===== config.mk =====
export PLATFORM = sky130hd
export DESIGN_NAME = two_step_time_sync_matcher_unit_flat
export DESIGN_NICKNAME = d
export VERILOG_FILES = /design/src/design/tsm_pkg.sv /design/src/design/tsm_if.sv /design/src/design/tsm_table.sv /design/src/design/tsm_utc.sv /design/src/design/two_step_time_sync_matcher_unit.sv /design/src/flat_wrapper.sv
export SDC_FILE = /design/constraint.sdc
export NUM_CORES = 2
export LEC_CHECK = 0
export BUFFER_PORTS_ARGS = -buffer_cell sky130_fd_sc_hd__buf_2
export CAP_MARGIN = 15
export CORE_MARGIN = 2
export CORE_UTILIZATION = 60
export CTS_BUF_LIST = sky130_fd_sc_hd__clkbuf_4
export CTS_CLUSTER_DIAMETER = 30
export DETAILED_ROUTE_END_ITERATION = 8
export PLACE_DENSITY_LB_ADDON = 0.3
export SYNTH_ARGS = -nofsm -noshare
export SYNTH_HDL_FRONTEND = slang
export SYNTH_SLANG_ARGS = --single-unit

===== constraint.sdc =====
create_clock -name clk -period 13.78 [get_ports clk]
set_input_delay 0 -clock clk [delete_from_list [all_inputs] [get_ports clk]]
set_output_delay 0 -clock clk [all_outputs]
set_load 0.01 [all_outputs]

===== src/design/tsm_pkg.sv =====
// ----------------------------------------------------------------------------
// tsm_pkg: two-step time sync matcher definitions
// Shared payload types, status and opcode constants, and table defaults.
// ----------------------------------------------------------------------------
package tsm_pkg;

    localparam int unsigned ENTRIES_DEF = 2;

    localparam logic [29:0] NS_PER_SEC = 30'd1000000000;

    localparam logic OP_SYNC      = 1'b0;
    localparam logic OP_FOLLOW_UP = 1'b1;

    localparam logic [2:0] ST_SYNC    = 3'd0;
    localparam logic [2:0] ST_MATCH   = 3'd1;
    localparam logic [2:0] ST_NOMATCH = 3'd2;
    localparam logic [2:0] ST_DROPPED = 3'd3;
    localparam logic [2:0] ST_BADLEN  = 3'd4;

    typedef struct packed {
        logic               op;
        logic               length_ok;
        logic [15:0]        msg_id;
        logic [13:0]        source_addr;
        logic [31:0]        seconds;
        logic signed [31:0] correction;
        logic [63:0]        rx_stamp;
    } req_t;

    typedef struct packed {
        logic [2:0]         status;
        logic [13:0]        master_addr;
        logic [15:0]        match_id;
        logic [31:0]        match_seconds;
        logic signed [31:0] match_correction;
        logic [63:0]        sync_rx_stamp;
        logic [63:0]        utc_ns;
    } rsp_t;

    typedef struct packed {
        logic [15:0] id;
        logic [13:0] master;
        logic [31:0] seconds;
        logic [63:0] rx_stamp;
    } entry_t;

    typedef struct packed {
        logic wr_en;
        logic clr_en;
    } tbl_ctl_t;

endpackage


===== src/design/tsm_if.sv =====
// ----------------------------------------------------------------------------
// tsm_if: request and response channels
// Valid/ready channels carrying the matcher request and response payloads.
// ----------------------------------------------------------------------------
interface tsm_req_if;
    logic          valid;
    logic          ready;
    tsm_pkg::req_t data;

    modport source (output valid, output data, input ready);
    modport sink (input valid, input data, output ready);
endinterface

interface tsm_rsp_if;
    logic          valid;
    logic          ready;
    tsm_pkg::rsp_t data;

    modport source (output valid, output data, input ready);
    modport sink (input valid, input data, output ready);
endinterface


===== src/design/tsm_table.sv =====
// ----------------------------------------------------------------------------
// tsm_table: sync entry table
// Round-robin sync storage with per-entry valid bits and one indexed read.
// ----------------------------------------------------------------------------
module tsm_table #(
    parameter int unsigned ENTRIES = tsm_pkg::ENTRIES_DEF,
    parameter int unsigned IDX_W   = $clog2(ENTRIES)
) (
    input  logic                clk,
    input  logic                rst_n,
    input  tsm_pkg::tbl_ctl_t   ctl,
    input  tsm_pkg::entry_t     wr_entry,
    input  logic [IDX_W-1:0]    idx,
    output tsm_pkg::entry_t     rd_entry,
    output logic                rd_valid
);
    import tsm_pkg::*;

    localparam logic [IDX_W-1:0] LAST = IDX_W'(ENTRIES - 1);

    entry_t             ent_reg [ENTRIES];
    logic [ENTRIES-1:0] valid_reg;
    logic [ENTRIES-1:0] valid_next;
    logic [IDX_W-1:0]   slot_reg;
    logic [IDX_W-1:0]   slot_next;

    always_comb
    begin
        valid_next = valid_reg;
        slot_next  = slot_reg;
        if (ctl.clr_en)
        begin
            valid_next[idx] = 1'b0;
        end
        if (ctl.wr_en)
        begin
            valid_next[slot_reg] = 1'b1;
            slot_next = (slot_reg == LAST) ? '0 : slot_reg + 1'b1;
        end
    end

    always_ff @(posedge clk or negedge rst_n)
    begin
        if (!rst_n)
        begin
            valid_reg <= '0;
            slot_reg  <= '0;
        end
        else
        begin
            valid_reg <= valid_next;
            slot_reg  <= slot_next;
        end
    end

    always_ff @(posedge clk)
    begin
        if (ctl.wr_en)
        begin
            ent_reg[slot_reg] <= wr_entry;
        end
    end

    assign rd_entry = ent_reg[idx];
    assign rd_valid = valid_reg[idx];

endmodule


===== src/design/tsm_utc.sv =====
// ----------------------------------------------------------------------------
// tsm_utc: UTC nanosecond unit
// Two-stage unit: seconds-to-nanoseconds multiply, then signed correction
// with clamping at zero.
// ----------------------------------------------------------------------------
module tsm_utc (
    input  logic               clk,
    input  logic               rst_n,
    input  logic               start,
    input  logic [31:0]        seconds,
    input  logic signed [31:0] correction,
    output logic               done,
    output logic [63:0]        utc_ns
);
    import tsm_pkg::*;

    logic               mul_vld_reg;
    logic [61:0]        prod_reg;
    logic signed [31:0] corr_reg;
    logic               done_reg;
    logic [63:0]        utc_reg;

    logic [61:0]        prod_next;
    logic [32:0]        mag;
    logic [63:0]        base;
    logic [63:0]        mag64;
    logic [63:0]        utc_next;

    always_comb
    begin
        prod_next = {30'b0, seconds} * {32'b0, NS_PER_SEC};
        base      = {2'b0, prod_reg};
        mag       = {1'b0, ~corr_reg} + 33'd1;
        mag64     = {31'b0, mag};
        if (corr_reg[31])
        begin
            utc_next = (base > mag64) ? (base - mag64) : '0;
        end
        else
        begin
            utc_next = base + {32'b0, corr_reg};
        end
    end

    always_ff @(posedge clk or negedge rst_n)
    begin
        if (!rst_n)
        begin
            mul_vld_reg <= 1'b0;
            done_reg    <= 1'b0;
            prod_reg    <= '0;
            corr_reg    <= '0;
            utc_reg     <= '0;
        end
        else
        begin
            mul_vld_reg <= start;
            done_reg    <= mul_vld_reg;
            if (start)
            begin
                prod_reg <= prod_next;
                corr_reg <= correction;
            end
            if (mul_vld_reg)
            begin
                utc_reg <= utc_next;
            end
        end
    end

    assign done   = done_reg;
    assign utc_ns = utc_reg;

endmodule


===== src/design/two_step_time_sync_matcher_unit.sv =====
// ----------------------------------------------------------------------------
// two_step_time_sync_matcher_unit: two-step time sync matcher
// Pairs sync and follow-up requests from the same master and reports the
// matched origin time as UTC nanoseconds.
// ----------------------------------------------------------------------------
// One request is handled at a time.
//
// Steps from one acceptance to the next:
// - Bad-length request: goes straight to the emit state.
// - Sync: the write state performs the table write, then the emit state.
// - Follow-up: walks the table one entry per cycle through a single compare
//   unit. On a match it waits in the calc state for the multiply/correct
//   unit, then goes to the emit state.
//
// In every case the response register is loaded at the same edge at which
// the request side becomes ready again. That register lets the next request be
// accepted while an earlier response still waits to be taken. A new
// response waits, and so holds the request side, only while the register
// is still full and rsp.ready is low.
module two_step_time_sync_matcher_unit #(
    parameter int unsigned ENTRIES = tsm_pkg::ENTRIES_DEF
) (
    input  logic  clk,
    input  logic  rst_n,
    tsm_req_if.sink   req,
    tsm_rsp_if.source rsp
);
    import tsm_pkg::*;

    localparam int unsigned      IDX_W = $clog2(ENTRIES);
    localparam logic [IDX_W-1:0] LAST  = IDX_W'(ENTRIES - 1);

    typedef enum logic [2:0] {
        S_IDLE,
        S_WRITE,
        S_SEARCH,
        S_CALC,
        S_EMIT
    } state_t;

    state_t           state_reg, state_next;
    req_t             req_reg, req_next;
    rsp_t             res_reg, res_next;
    rsp_t             out_reg, out_next;
    logic             out_valid_reg, out_valid_next;
    logic [IDX_W-1:0] idx_reg, idx_next;

    tbl_ctl_t         ctl;
    entry_t           wr_entry;
    entry_t           rd_entry;
    logic             rd_valid;
    logic             hit;
    logic             utc_start;
    logic             utc_done;
    logic [63:0]      utc_ns;

    assign wr_entry.id       = req_reg.msg_id;
    assign wr_entry.master   = req_reg.source_addr;
    assign wr_entry.seconds  = req_reg.seconds;
    assign wr_entry.rx_stamp = req_reg.rx_stamp;

    tsm_table #(
        .ENTRIES (ENTRIES),
        .IDX_W   (IDX_W)
    ) u_table (
        .clk      (clk),
        .rst_n    (rst_n),
        .ctl      (ctl),
        .wr_entry (wr_entry),
        .idx      (idx_reg),
        .rd_entry (rd_entry),
        .rd_valid (rd_valid)
    );

    tsm_utc u_utc (
        .clk        (clk),
        .rst_n      (rst_n),
        .start      (utc_start),
        .seconds    (req_reg.seconds),
        .correction (req_reg.correction),
        .done       (utc_done),
        .utc_ns     (utc_ns)
    );

    assign hit = rd_valid && (rd_entry.id == req_reg.msg_id)
                 && (rd_entry.master == req_reg.source_addr);

    always_comb
    begin
        state_next     = state_reg;
        req_next       = req_reg;
        res_next       = res_reg;
        out_next       = out_reg;
        out_valid_next = out_valid_reg && !rsp.ready;
        idx_next       = idx_reg;
        ctl            = '0;
        utc_start      = 1'b0;
        case (state_reg)
            S_IDLE:
            begin
                if (req.valid)
                begin
                    req_next = req.data;
                    res_next = '0;
                    idx_next = '0;
                    if (!req.data.length_ok)
                    begin
                        res_next.status = ST_BADLEN;
                        state_next      = S_EMIT;
                    end
                    else if (req.data.op == OP_SYNC)
                    begin
                        state_next = S_WRITE;
                    end
                    else
                    begin
                        state_next = S_SEARCH;
                    end
                end
            end
            S_WRITE:
            begin
                ctl.wr_en       = 1'b1;
                res_next.status = ST_SYNC;
                state_next      = S_EMIT;
            end
            S_SEARCH:
            begin
                if (hit)
                begin
                    ctl.clr_en = 1'b1;
                    if (rd_entry.seconds != req_reg.seconds)
                    begin
                        res_next.status = ST_DROPPED;
                        state_next      = S_EMIT;
                    end
                    else
                    begin
                        res_next.status           = ST_MATCH;
                        res_next.master_addr      = rd_entry.master;
                        res_next.match_id         = req_reg.msg_id;
                        res_next.match_seconds    = req_reg.seconds;
                        res_next.match_correction = req_reg.correction;
                        res_next.sync_rx_stamp    = rd_entry.rx_stamp;
                        utc_start                 = 1'b1;
                        state_next                = S_CALC;
                    end
                end
                else if (idx_reg == LAST)
                begin
                    res_next.status = ST_NOMATCH;
                    state_next      = S_EMIT;
                end
                else
                begin
                    idx_next = idx_reg + 1'b1;
                end
            end
            S_CALC:
            begin
                if (utc_done)
                begin
                    res_next.utc_ns = utc_ns;
                    state_next      = S_EMIT;
                end
            end
            S_EMIT:
            begin
                if (!out_valid_reg || rsp.ready)
                begin
                    out_next       = res_reg;
                    out_valid_next = 1'b1;
                    state_next     = S_IDLE;
                end
            end
            default:
            begin
                state_next = S_IDLE;
            end
        endcase
    end

    always_ff @(posedge clk or negedge rst_n)
    begin
        if (!rst_n)
        begin
            state_reg     <= S_IDLE;
            req_reg       <= '0;
            res_reg       <= '0;
            out_reg       <= '0;
            out_valid_reg <= 1'b0;
            idx_reg       <= '0;
        end
        else
        begin
            state_reg     <= state_next;
            req_reg       <= req_next;
            res_reg       <= res_next;
            out_reg       <= out_next;
            out_valid_reg <= out_valid_next;
            idx_reg       <= idx_next;
        end
    end

    assign req.ready = (state_reg == S_IDLE);
    assign rsp.valid = out_valid_reg;
    assign rsp.data  = out_reg;

endmodule

===== src/flat_wrapper.sv =====
// flat-port wrapper written by rule: the top's interface ports become plain ports
module two_step_time_sync_matcher_unit_flat import tsm_pkg::*;
#(
    parameter int unsigned ENTRIES = tsm_pkg::ENTRIES_DEF
)
  (clk, rst_n, req_valid, req_data, req_ready, rsp_valid, rsp_data, rsp_ready);
  tsm_req_if req_i ();
  tsm_rsp_if rsp_i ();
  input  logic clk;
  input  logic rst_n;
  input wire logic [$bits(req_i.valid)-1:0] req_valid;
  input wire logic [$bits(req_i.data)-1:0] req_data;
  output wire logic [$bits(req_i.ready)-1:0] req_ready;
  output wire logic [$bits(rsp_i.valid)-1:0] rsp_valid;
  output wire logic [$bits(rsp_i.data)-1:0] rsp_data;
  input wire logic [$bits(rsp_i.ready)-1:0] rsp_ready;
  assign req_i.valid = req_valid;
  assign req_i.data = req_data;
  assign req_ready = req_i.ready;
  assign rsp_valid = rsp_i.valid;
  assign rsp_data = rsp_i.data;
  assign rsp_i.ready = rsp_ready;
  two_step_time_sync_matcher_unit #(.ENTRIES(ENTRIES)) u_core (.clk(clk), .rst_n(rst_n), .req(req_i), .rsp(rsp_i));
endmodule

## Word-level counts from Yosys, hierarchy flattened

Memories as Yosys holds them, arrays and structs flattened.
Cells that the tools add are included.

- Add/sub/neg operators: 5
- $mul: 1
- $lt $le $gt $ge: 5
- Eq/ne operators: 14
- Multiplexer cells: 45
- Bitwise gates (word level): 4
- Reductions and logical operators: 19

Operator list:

| kind | number |
|---|---|
| $mux 158 | 2 |
| $pmux 158 s2 | 1 |
| $mux 225 | 1 |
| $mux 64 | 3 |
| $pmux 64 s2 | 1 |
| $add 62x32->63 | 1 |
| $sub 62x33->63 | 1 |
| $gt 62x33->1 | 1 |
| $mul 32x21->53 const B | 1 |
| $add 32x1->33 const B | 1 |
| $ne 32x32->1 | 1 |
| $not 32->32 | 1 |
| $mux 3 | 10 |
| $mux 1 | 18 |
| $eq 16x16->1 | 1 |
| $pmux 3 s5 | 1 |
| $eq 14x14->1 | 1 |
| $pmux 3 s3 | 1 |
| $reduce_and 3->1 | 3 |
| $mux 2 | 4 |
| $ne 2x2->1 const B | 4 |
| $reduce_and 4->1 | 2 |
| $eq 3x2->1 const B | 2 |
| $logic_and 1x1->1 | 5 |
| other kinds (18) | 26 |

- Bits in registers: 767
- Bits in writable memories: 252
- Input port bits: 164
- Output and inout bits: 227
- Logic and storage cells: 123
- Memories kept: 1

Memory list:

| name | words | width | rd ports | clocked after memory_dff | wr ports | line | text |
|---|---|---|---|---|---|---|---|
| u_core.u_table.ent_reg | 2 | 126 | 1 | 0 | 1 | tsm_table.sv:21 | `entry_t ent_reg [ENTRIES];` |

## Longest topological paths before layout

- Depth in word-level cells: 9
- Mapped depth: 26
- Gate-level depth less buffers: 25

## Cells and area by module

A second synthesis with hierarchy kept.

- Cells, all modules: 5166
- Area total of the unflattened synthesis: 57866.7 um2

Modules (own cells, without submodules):

| module | times used | cells an instance | area an instance (um2) | seq. area each (um2) |
|---|---|---|---|---|
| two_step_time_sync_matcher_unit | 1 | 2222 | 24679.9 | 15339.7 |
| tsm_utc | 1 | 2541 | 23916.7 | 3778.6 |
| tsm_table | 1 | 403 | 9270.1 | 7642.3 |

## Worst setup path after synthesis

Ideal clock, no wire load.

- Path kind: flip-flop to flip-flop
- From: register u_core.req_reg[97] (netlist name)
- To: register u_core.u_utc.prod_reg[60]
- Arrival time: 6.774 ns
- Data required time: 13.647 ns
- Setup slack: 6.873 ns
- Stages on the path, launching flop included: 22
- Path through: dfrtp_1 fa_1 inv_1 fa_1 fa_1 fa_1 fa_1 fa_1 inv_1 fa_1 ha_1 a21o_1 o21a_1 a311o_1 a211o_1 nor3_1 o31ai_1 a21oi_1 o21ai_0 a221oi_1 xor2_1 o21ai_0

- Cells in the longest elaborated chain, start to end: 4

Ends and longest elaborated chain:

| element | line | text |
|---|---|---|
| start: declaration | two_step_time_sync_matcher_unit.sv:42 | `req_t req_reg, req_next;` |
| start signal: assignment | two_step_time_sync_matcher_unit.sv:197 | `req_reg <= req_next;` |
| parallel branches: the longest is 4 deep, another holds $mul 32x21->53 | - |  |
| end signal: assignment | tsm_utc.sv:61 | `prod_reg <= prod_next;` |
| end: declaration | tsm_utc.sv:18 | `logic [61:0] prod_reg;` |

Several ways; the timed one is not identified.
A chain may end at the register's enable or synchronous reset.

## Final worst setup path

- From: register u_core.req_reg[99] (netlist name)
- To: register u_core.u_utc.prod_reg[60]

The elaborated chain is that of the path after synthesis.

==> results_dict.tcl <==
set metrics [dict create \
    period_share_pct 55.24 \
    cts_setup_buffers 0 \
    path_class "register to register" \
    ys.flop_type "dfrtp_1" \
    drt-vias-per-instance 5.721 \
    cts_buffers 285 \
    crit_chain "inv_1, fa_1, fa_1, fa_1, fa_1, fa_1, inv_1, fa_1, inv_1, fa_1, inv_1, ha_1, and3_1, and4_1, and2_1, a211o_1, nor3_1, o31ai_1, a21oi_1, o21ai_0, a221oi_1, xor2_1, o21ai_0" \
    portBuffers 390 \
    grt_overflow 0 \
    synth_seq_cells 1019 \
    wl_met3_um 10070 \
    ant_nets 0 \
    tightest_slew_ps 1144 \
    drc 0 \
    holdPathStages 4 \
    fmax_mhz 131.4 \
    initial_core_util_pct 60.60 \
    clk_latency_ps 1220 \
    ys_async_sr_fraction_pct 75.27 \
    grt_util_all_layers_pct 33.64 \
    highest_layer "met5" \
    root_buffer "clkbuf_4" \
    crit_path_max_fanout 11 \
    num_rows 111 \
    drt_pass1_iterations 5 \
    path_buf_inv 4 \
    synth_area_um2 55630 \
    routedWlPerCell_um 22.20 \
    yosysTopAreaCellShare_pct 34.50 \
    seqCellArea_um2 26770 \
    grt_pass1_vias 43176 \
    total_power_w 0.01447 \
    layout_common_cells "dfrtp_1 (765), nand2_1 (551), inv_1 (515)" \
    synth_area_leaders "dfrtp_1 (35%), edfxtp_1 (14%), fa_1 (11%)" \
    peakVddDrop_v 0.0005106 \
    crit_required_ps 14790 \
    fp.dieW_um 308.5 \
    wl_met2_um 76110 \
    largest_register_ffs 252 \
    yosysWarnings 0 \
    hold_buffers 451 \
    multi_input_area_um2 26220 \
    synth_nets 5514 \
    dieArea_um2 95170 \
    routabilityCongestion 0.9269 \
    slew_headroom_pct 23.70 \
    max-cap-violations 0 \
    cts_resized 0 \
    synth_top_area_cell "dfrtp_1" \
    setup.worst_path.start_class "register" \
    initialDrtViolationCount 3184 \
    powerDensity_nw_per_um2 216.3 \
    p_leak_nw 33.61 \
    clock_sinks 1019 \
    setup_viol 0 \
    fin_crit_ps 7612 \
    layout_commonest_cell "dfrtp_1" \
    rr_worst_depth 23 \
    critical-path-max-stage-delay_ps 650 \
    grt_setup_unrepaired "no" \
    routed_wl_um 158700 \
    antenna_found_initial 22 \
    critical_path.top_delay_family "adder cells" \
    reg2reg_to "u_core.u_utc.prod_reg[60]" \
    worstHoldStart "req_data[46]" \
    grt_max_degree 167 \
    holdPathEnd "u_core.req_reg[46]" \
    r2r_setup_slack_ps 6170 \
    synth_cell_type_count 68 \
    worstPathArrival_ps 8620 \
    num_io_pins 391 \
    cts-htree-levels 5 \
    ys_seq_area_share_pct 48.10 \
    slew_violations 0 \
    synth_edf_count 252 \
    finalClockSkew_ps 148.1 \
    drive_gt1_share_pct 21.35 \
    hold_path_class "input port to register" \
    grt_pass1_wl_um 245400 \
    vias 40886 \
    met1Wirelength_um 63220 \
    synthToLayoutAreaGrowth_pct 20.24 \
    reg2reg_from "u_core.req_reg[99]" \
    crit_slowest_cell "dfrtp_1" \
    core_um2 91800 \
    setup_tns_ps 0 \
    syn_inst 4724 \
    tritoncts "done" \
    fill_cells 6058 \
    fin_nets 6484 \
    status "complete, no violations" \
    hpwl_um 98510 \
    cts_buffer_depth 4 \
    crit_top_cell "fa_1" \
    clk_pin_slew_ps 70 \
    hold_viol 0 \
    crit_path_end_kind "register" \
    die_y_um 308.5 \
    postSynthAreaPerCell_um2 11.78 \
]
-- area by class of cell --
| cell class | count | area share, % |
|---|---|---|
| Antenna cell | 21 | 0.07856 |
| Clock buffer | 408 | 4.579 |
| Clock inverter | 68 | 0.5705 |
| Inverter | 517 | 2.901 |
| Multi-Input combinational cell | 2986 | 39.20 |
| Sequential cell | 1019 | 40.01 |
| Tap cell | 1243 | 2.325 |
| Timing Repair Buffer | 885 | 10.34 |
-- layer usage --
metal,vias to the layer above,track usage [%]
li1,18238,-
met4,10,18.72
met2,1714,54.13
met3,535,7.510
met1,20389,42.47
met5,-,0
-- kinds of logic (layout without fill, tap and decap cells) --
logic type,count (synthesis),after routing,share of synthesized area [%]
buf+inv,719,1878,4.887
other cells,0,21,0
mux,495,495,9.727
flops,1019,1019,48.10
fa+ha+maj,626,626,18.30
xor+xnor,226,226,3.558
compound gates,730,730,8.247
simple gates,909,909,7.175
-- power breakdown --
part	internal, W	switching, W	leakage [nW]
clock network	0.00143	0.00133	2.07
registers	0.00313	0.0000505	11.7
logic	0.00356	0.00497	19.8
-- how the worst max path moves through the flow --
stage / start / end / slack, ps / depth (start not counted)
detailed placement: u_core.req_reg[98] / u_core.u_utc.prod_reg[60] / 6210 / 23
global placement: u_core.req_reg[98] / u_core.u_utc.prod_reg[60] / 6350 / 22
floorplan: u_core.req_reg[97] / u_core.u_utc.prod_reg[60] / 6870 / 21
finish: u_core.req_reg[99] / u_core.u_utc.prod_reg[60] / 6170 / 23
global route: u_core.req_reg[99] / u_core.u_utc.prod_reg[57] / 5690 / 22
CTS: u_core.req_reg[96] / u_core.u_utc.prod_reg[60] / 6160 / 21
-- Yosys cell counts, types with 55 or more instances --
library cell,number
dfrtp_1,767
nand2_1,552
inv_1,516
mux2_2,365
fa_1,313
ha_1,313
o21ai_0,306
edfxtp_1,252
clkbuf_1,180
xnor2_1,137
mux2i_1,130
a21oi_1,110
nor2_1,103
xor2_1,89
a21o_1,55
-- through the flow --
stage	std cells	setup WS, ps	instance area [um2]	util, %	hold slack (ps)
floorplan	4724	6873	55630	-	-295.6
global placement	6197	6351	58810	64.06	111.3
detailed placement	6197	6215	58810	64.06	106.9
CTS	7124	6164	66780	72.75	68.97
global route	7145	5693	66890	72.86	104.7
finish	7147	6168	66890	72.87	147.7
-- tightest hold or removal path: stages --
cell	delay, ps
dlygate4sd3_1	550
buf_2	110
dlygate4sd3_1	530
mux2_2	140
(Power assumes the default switching activity.)
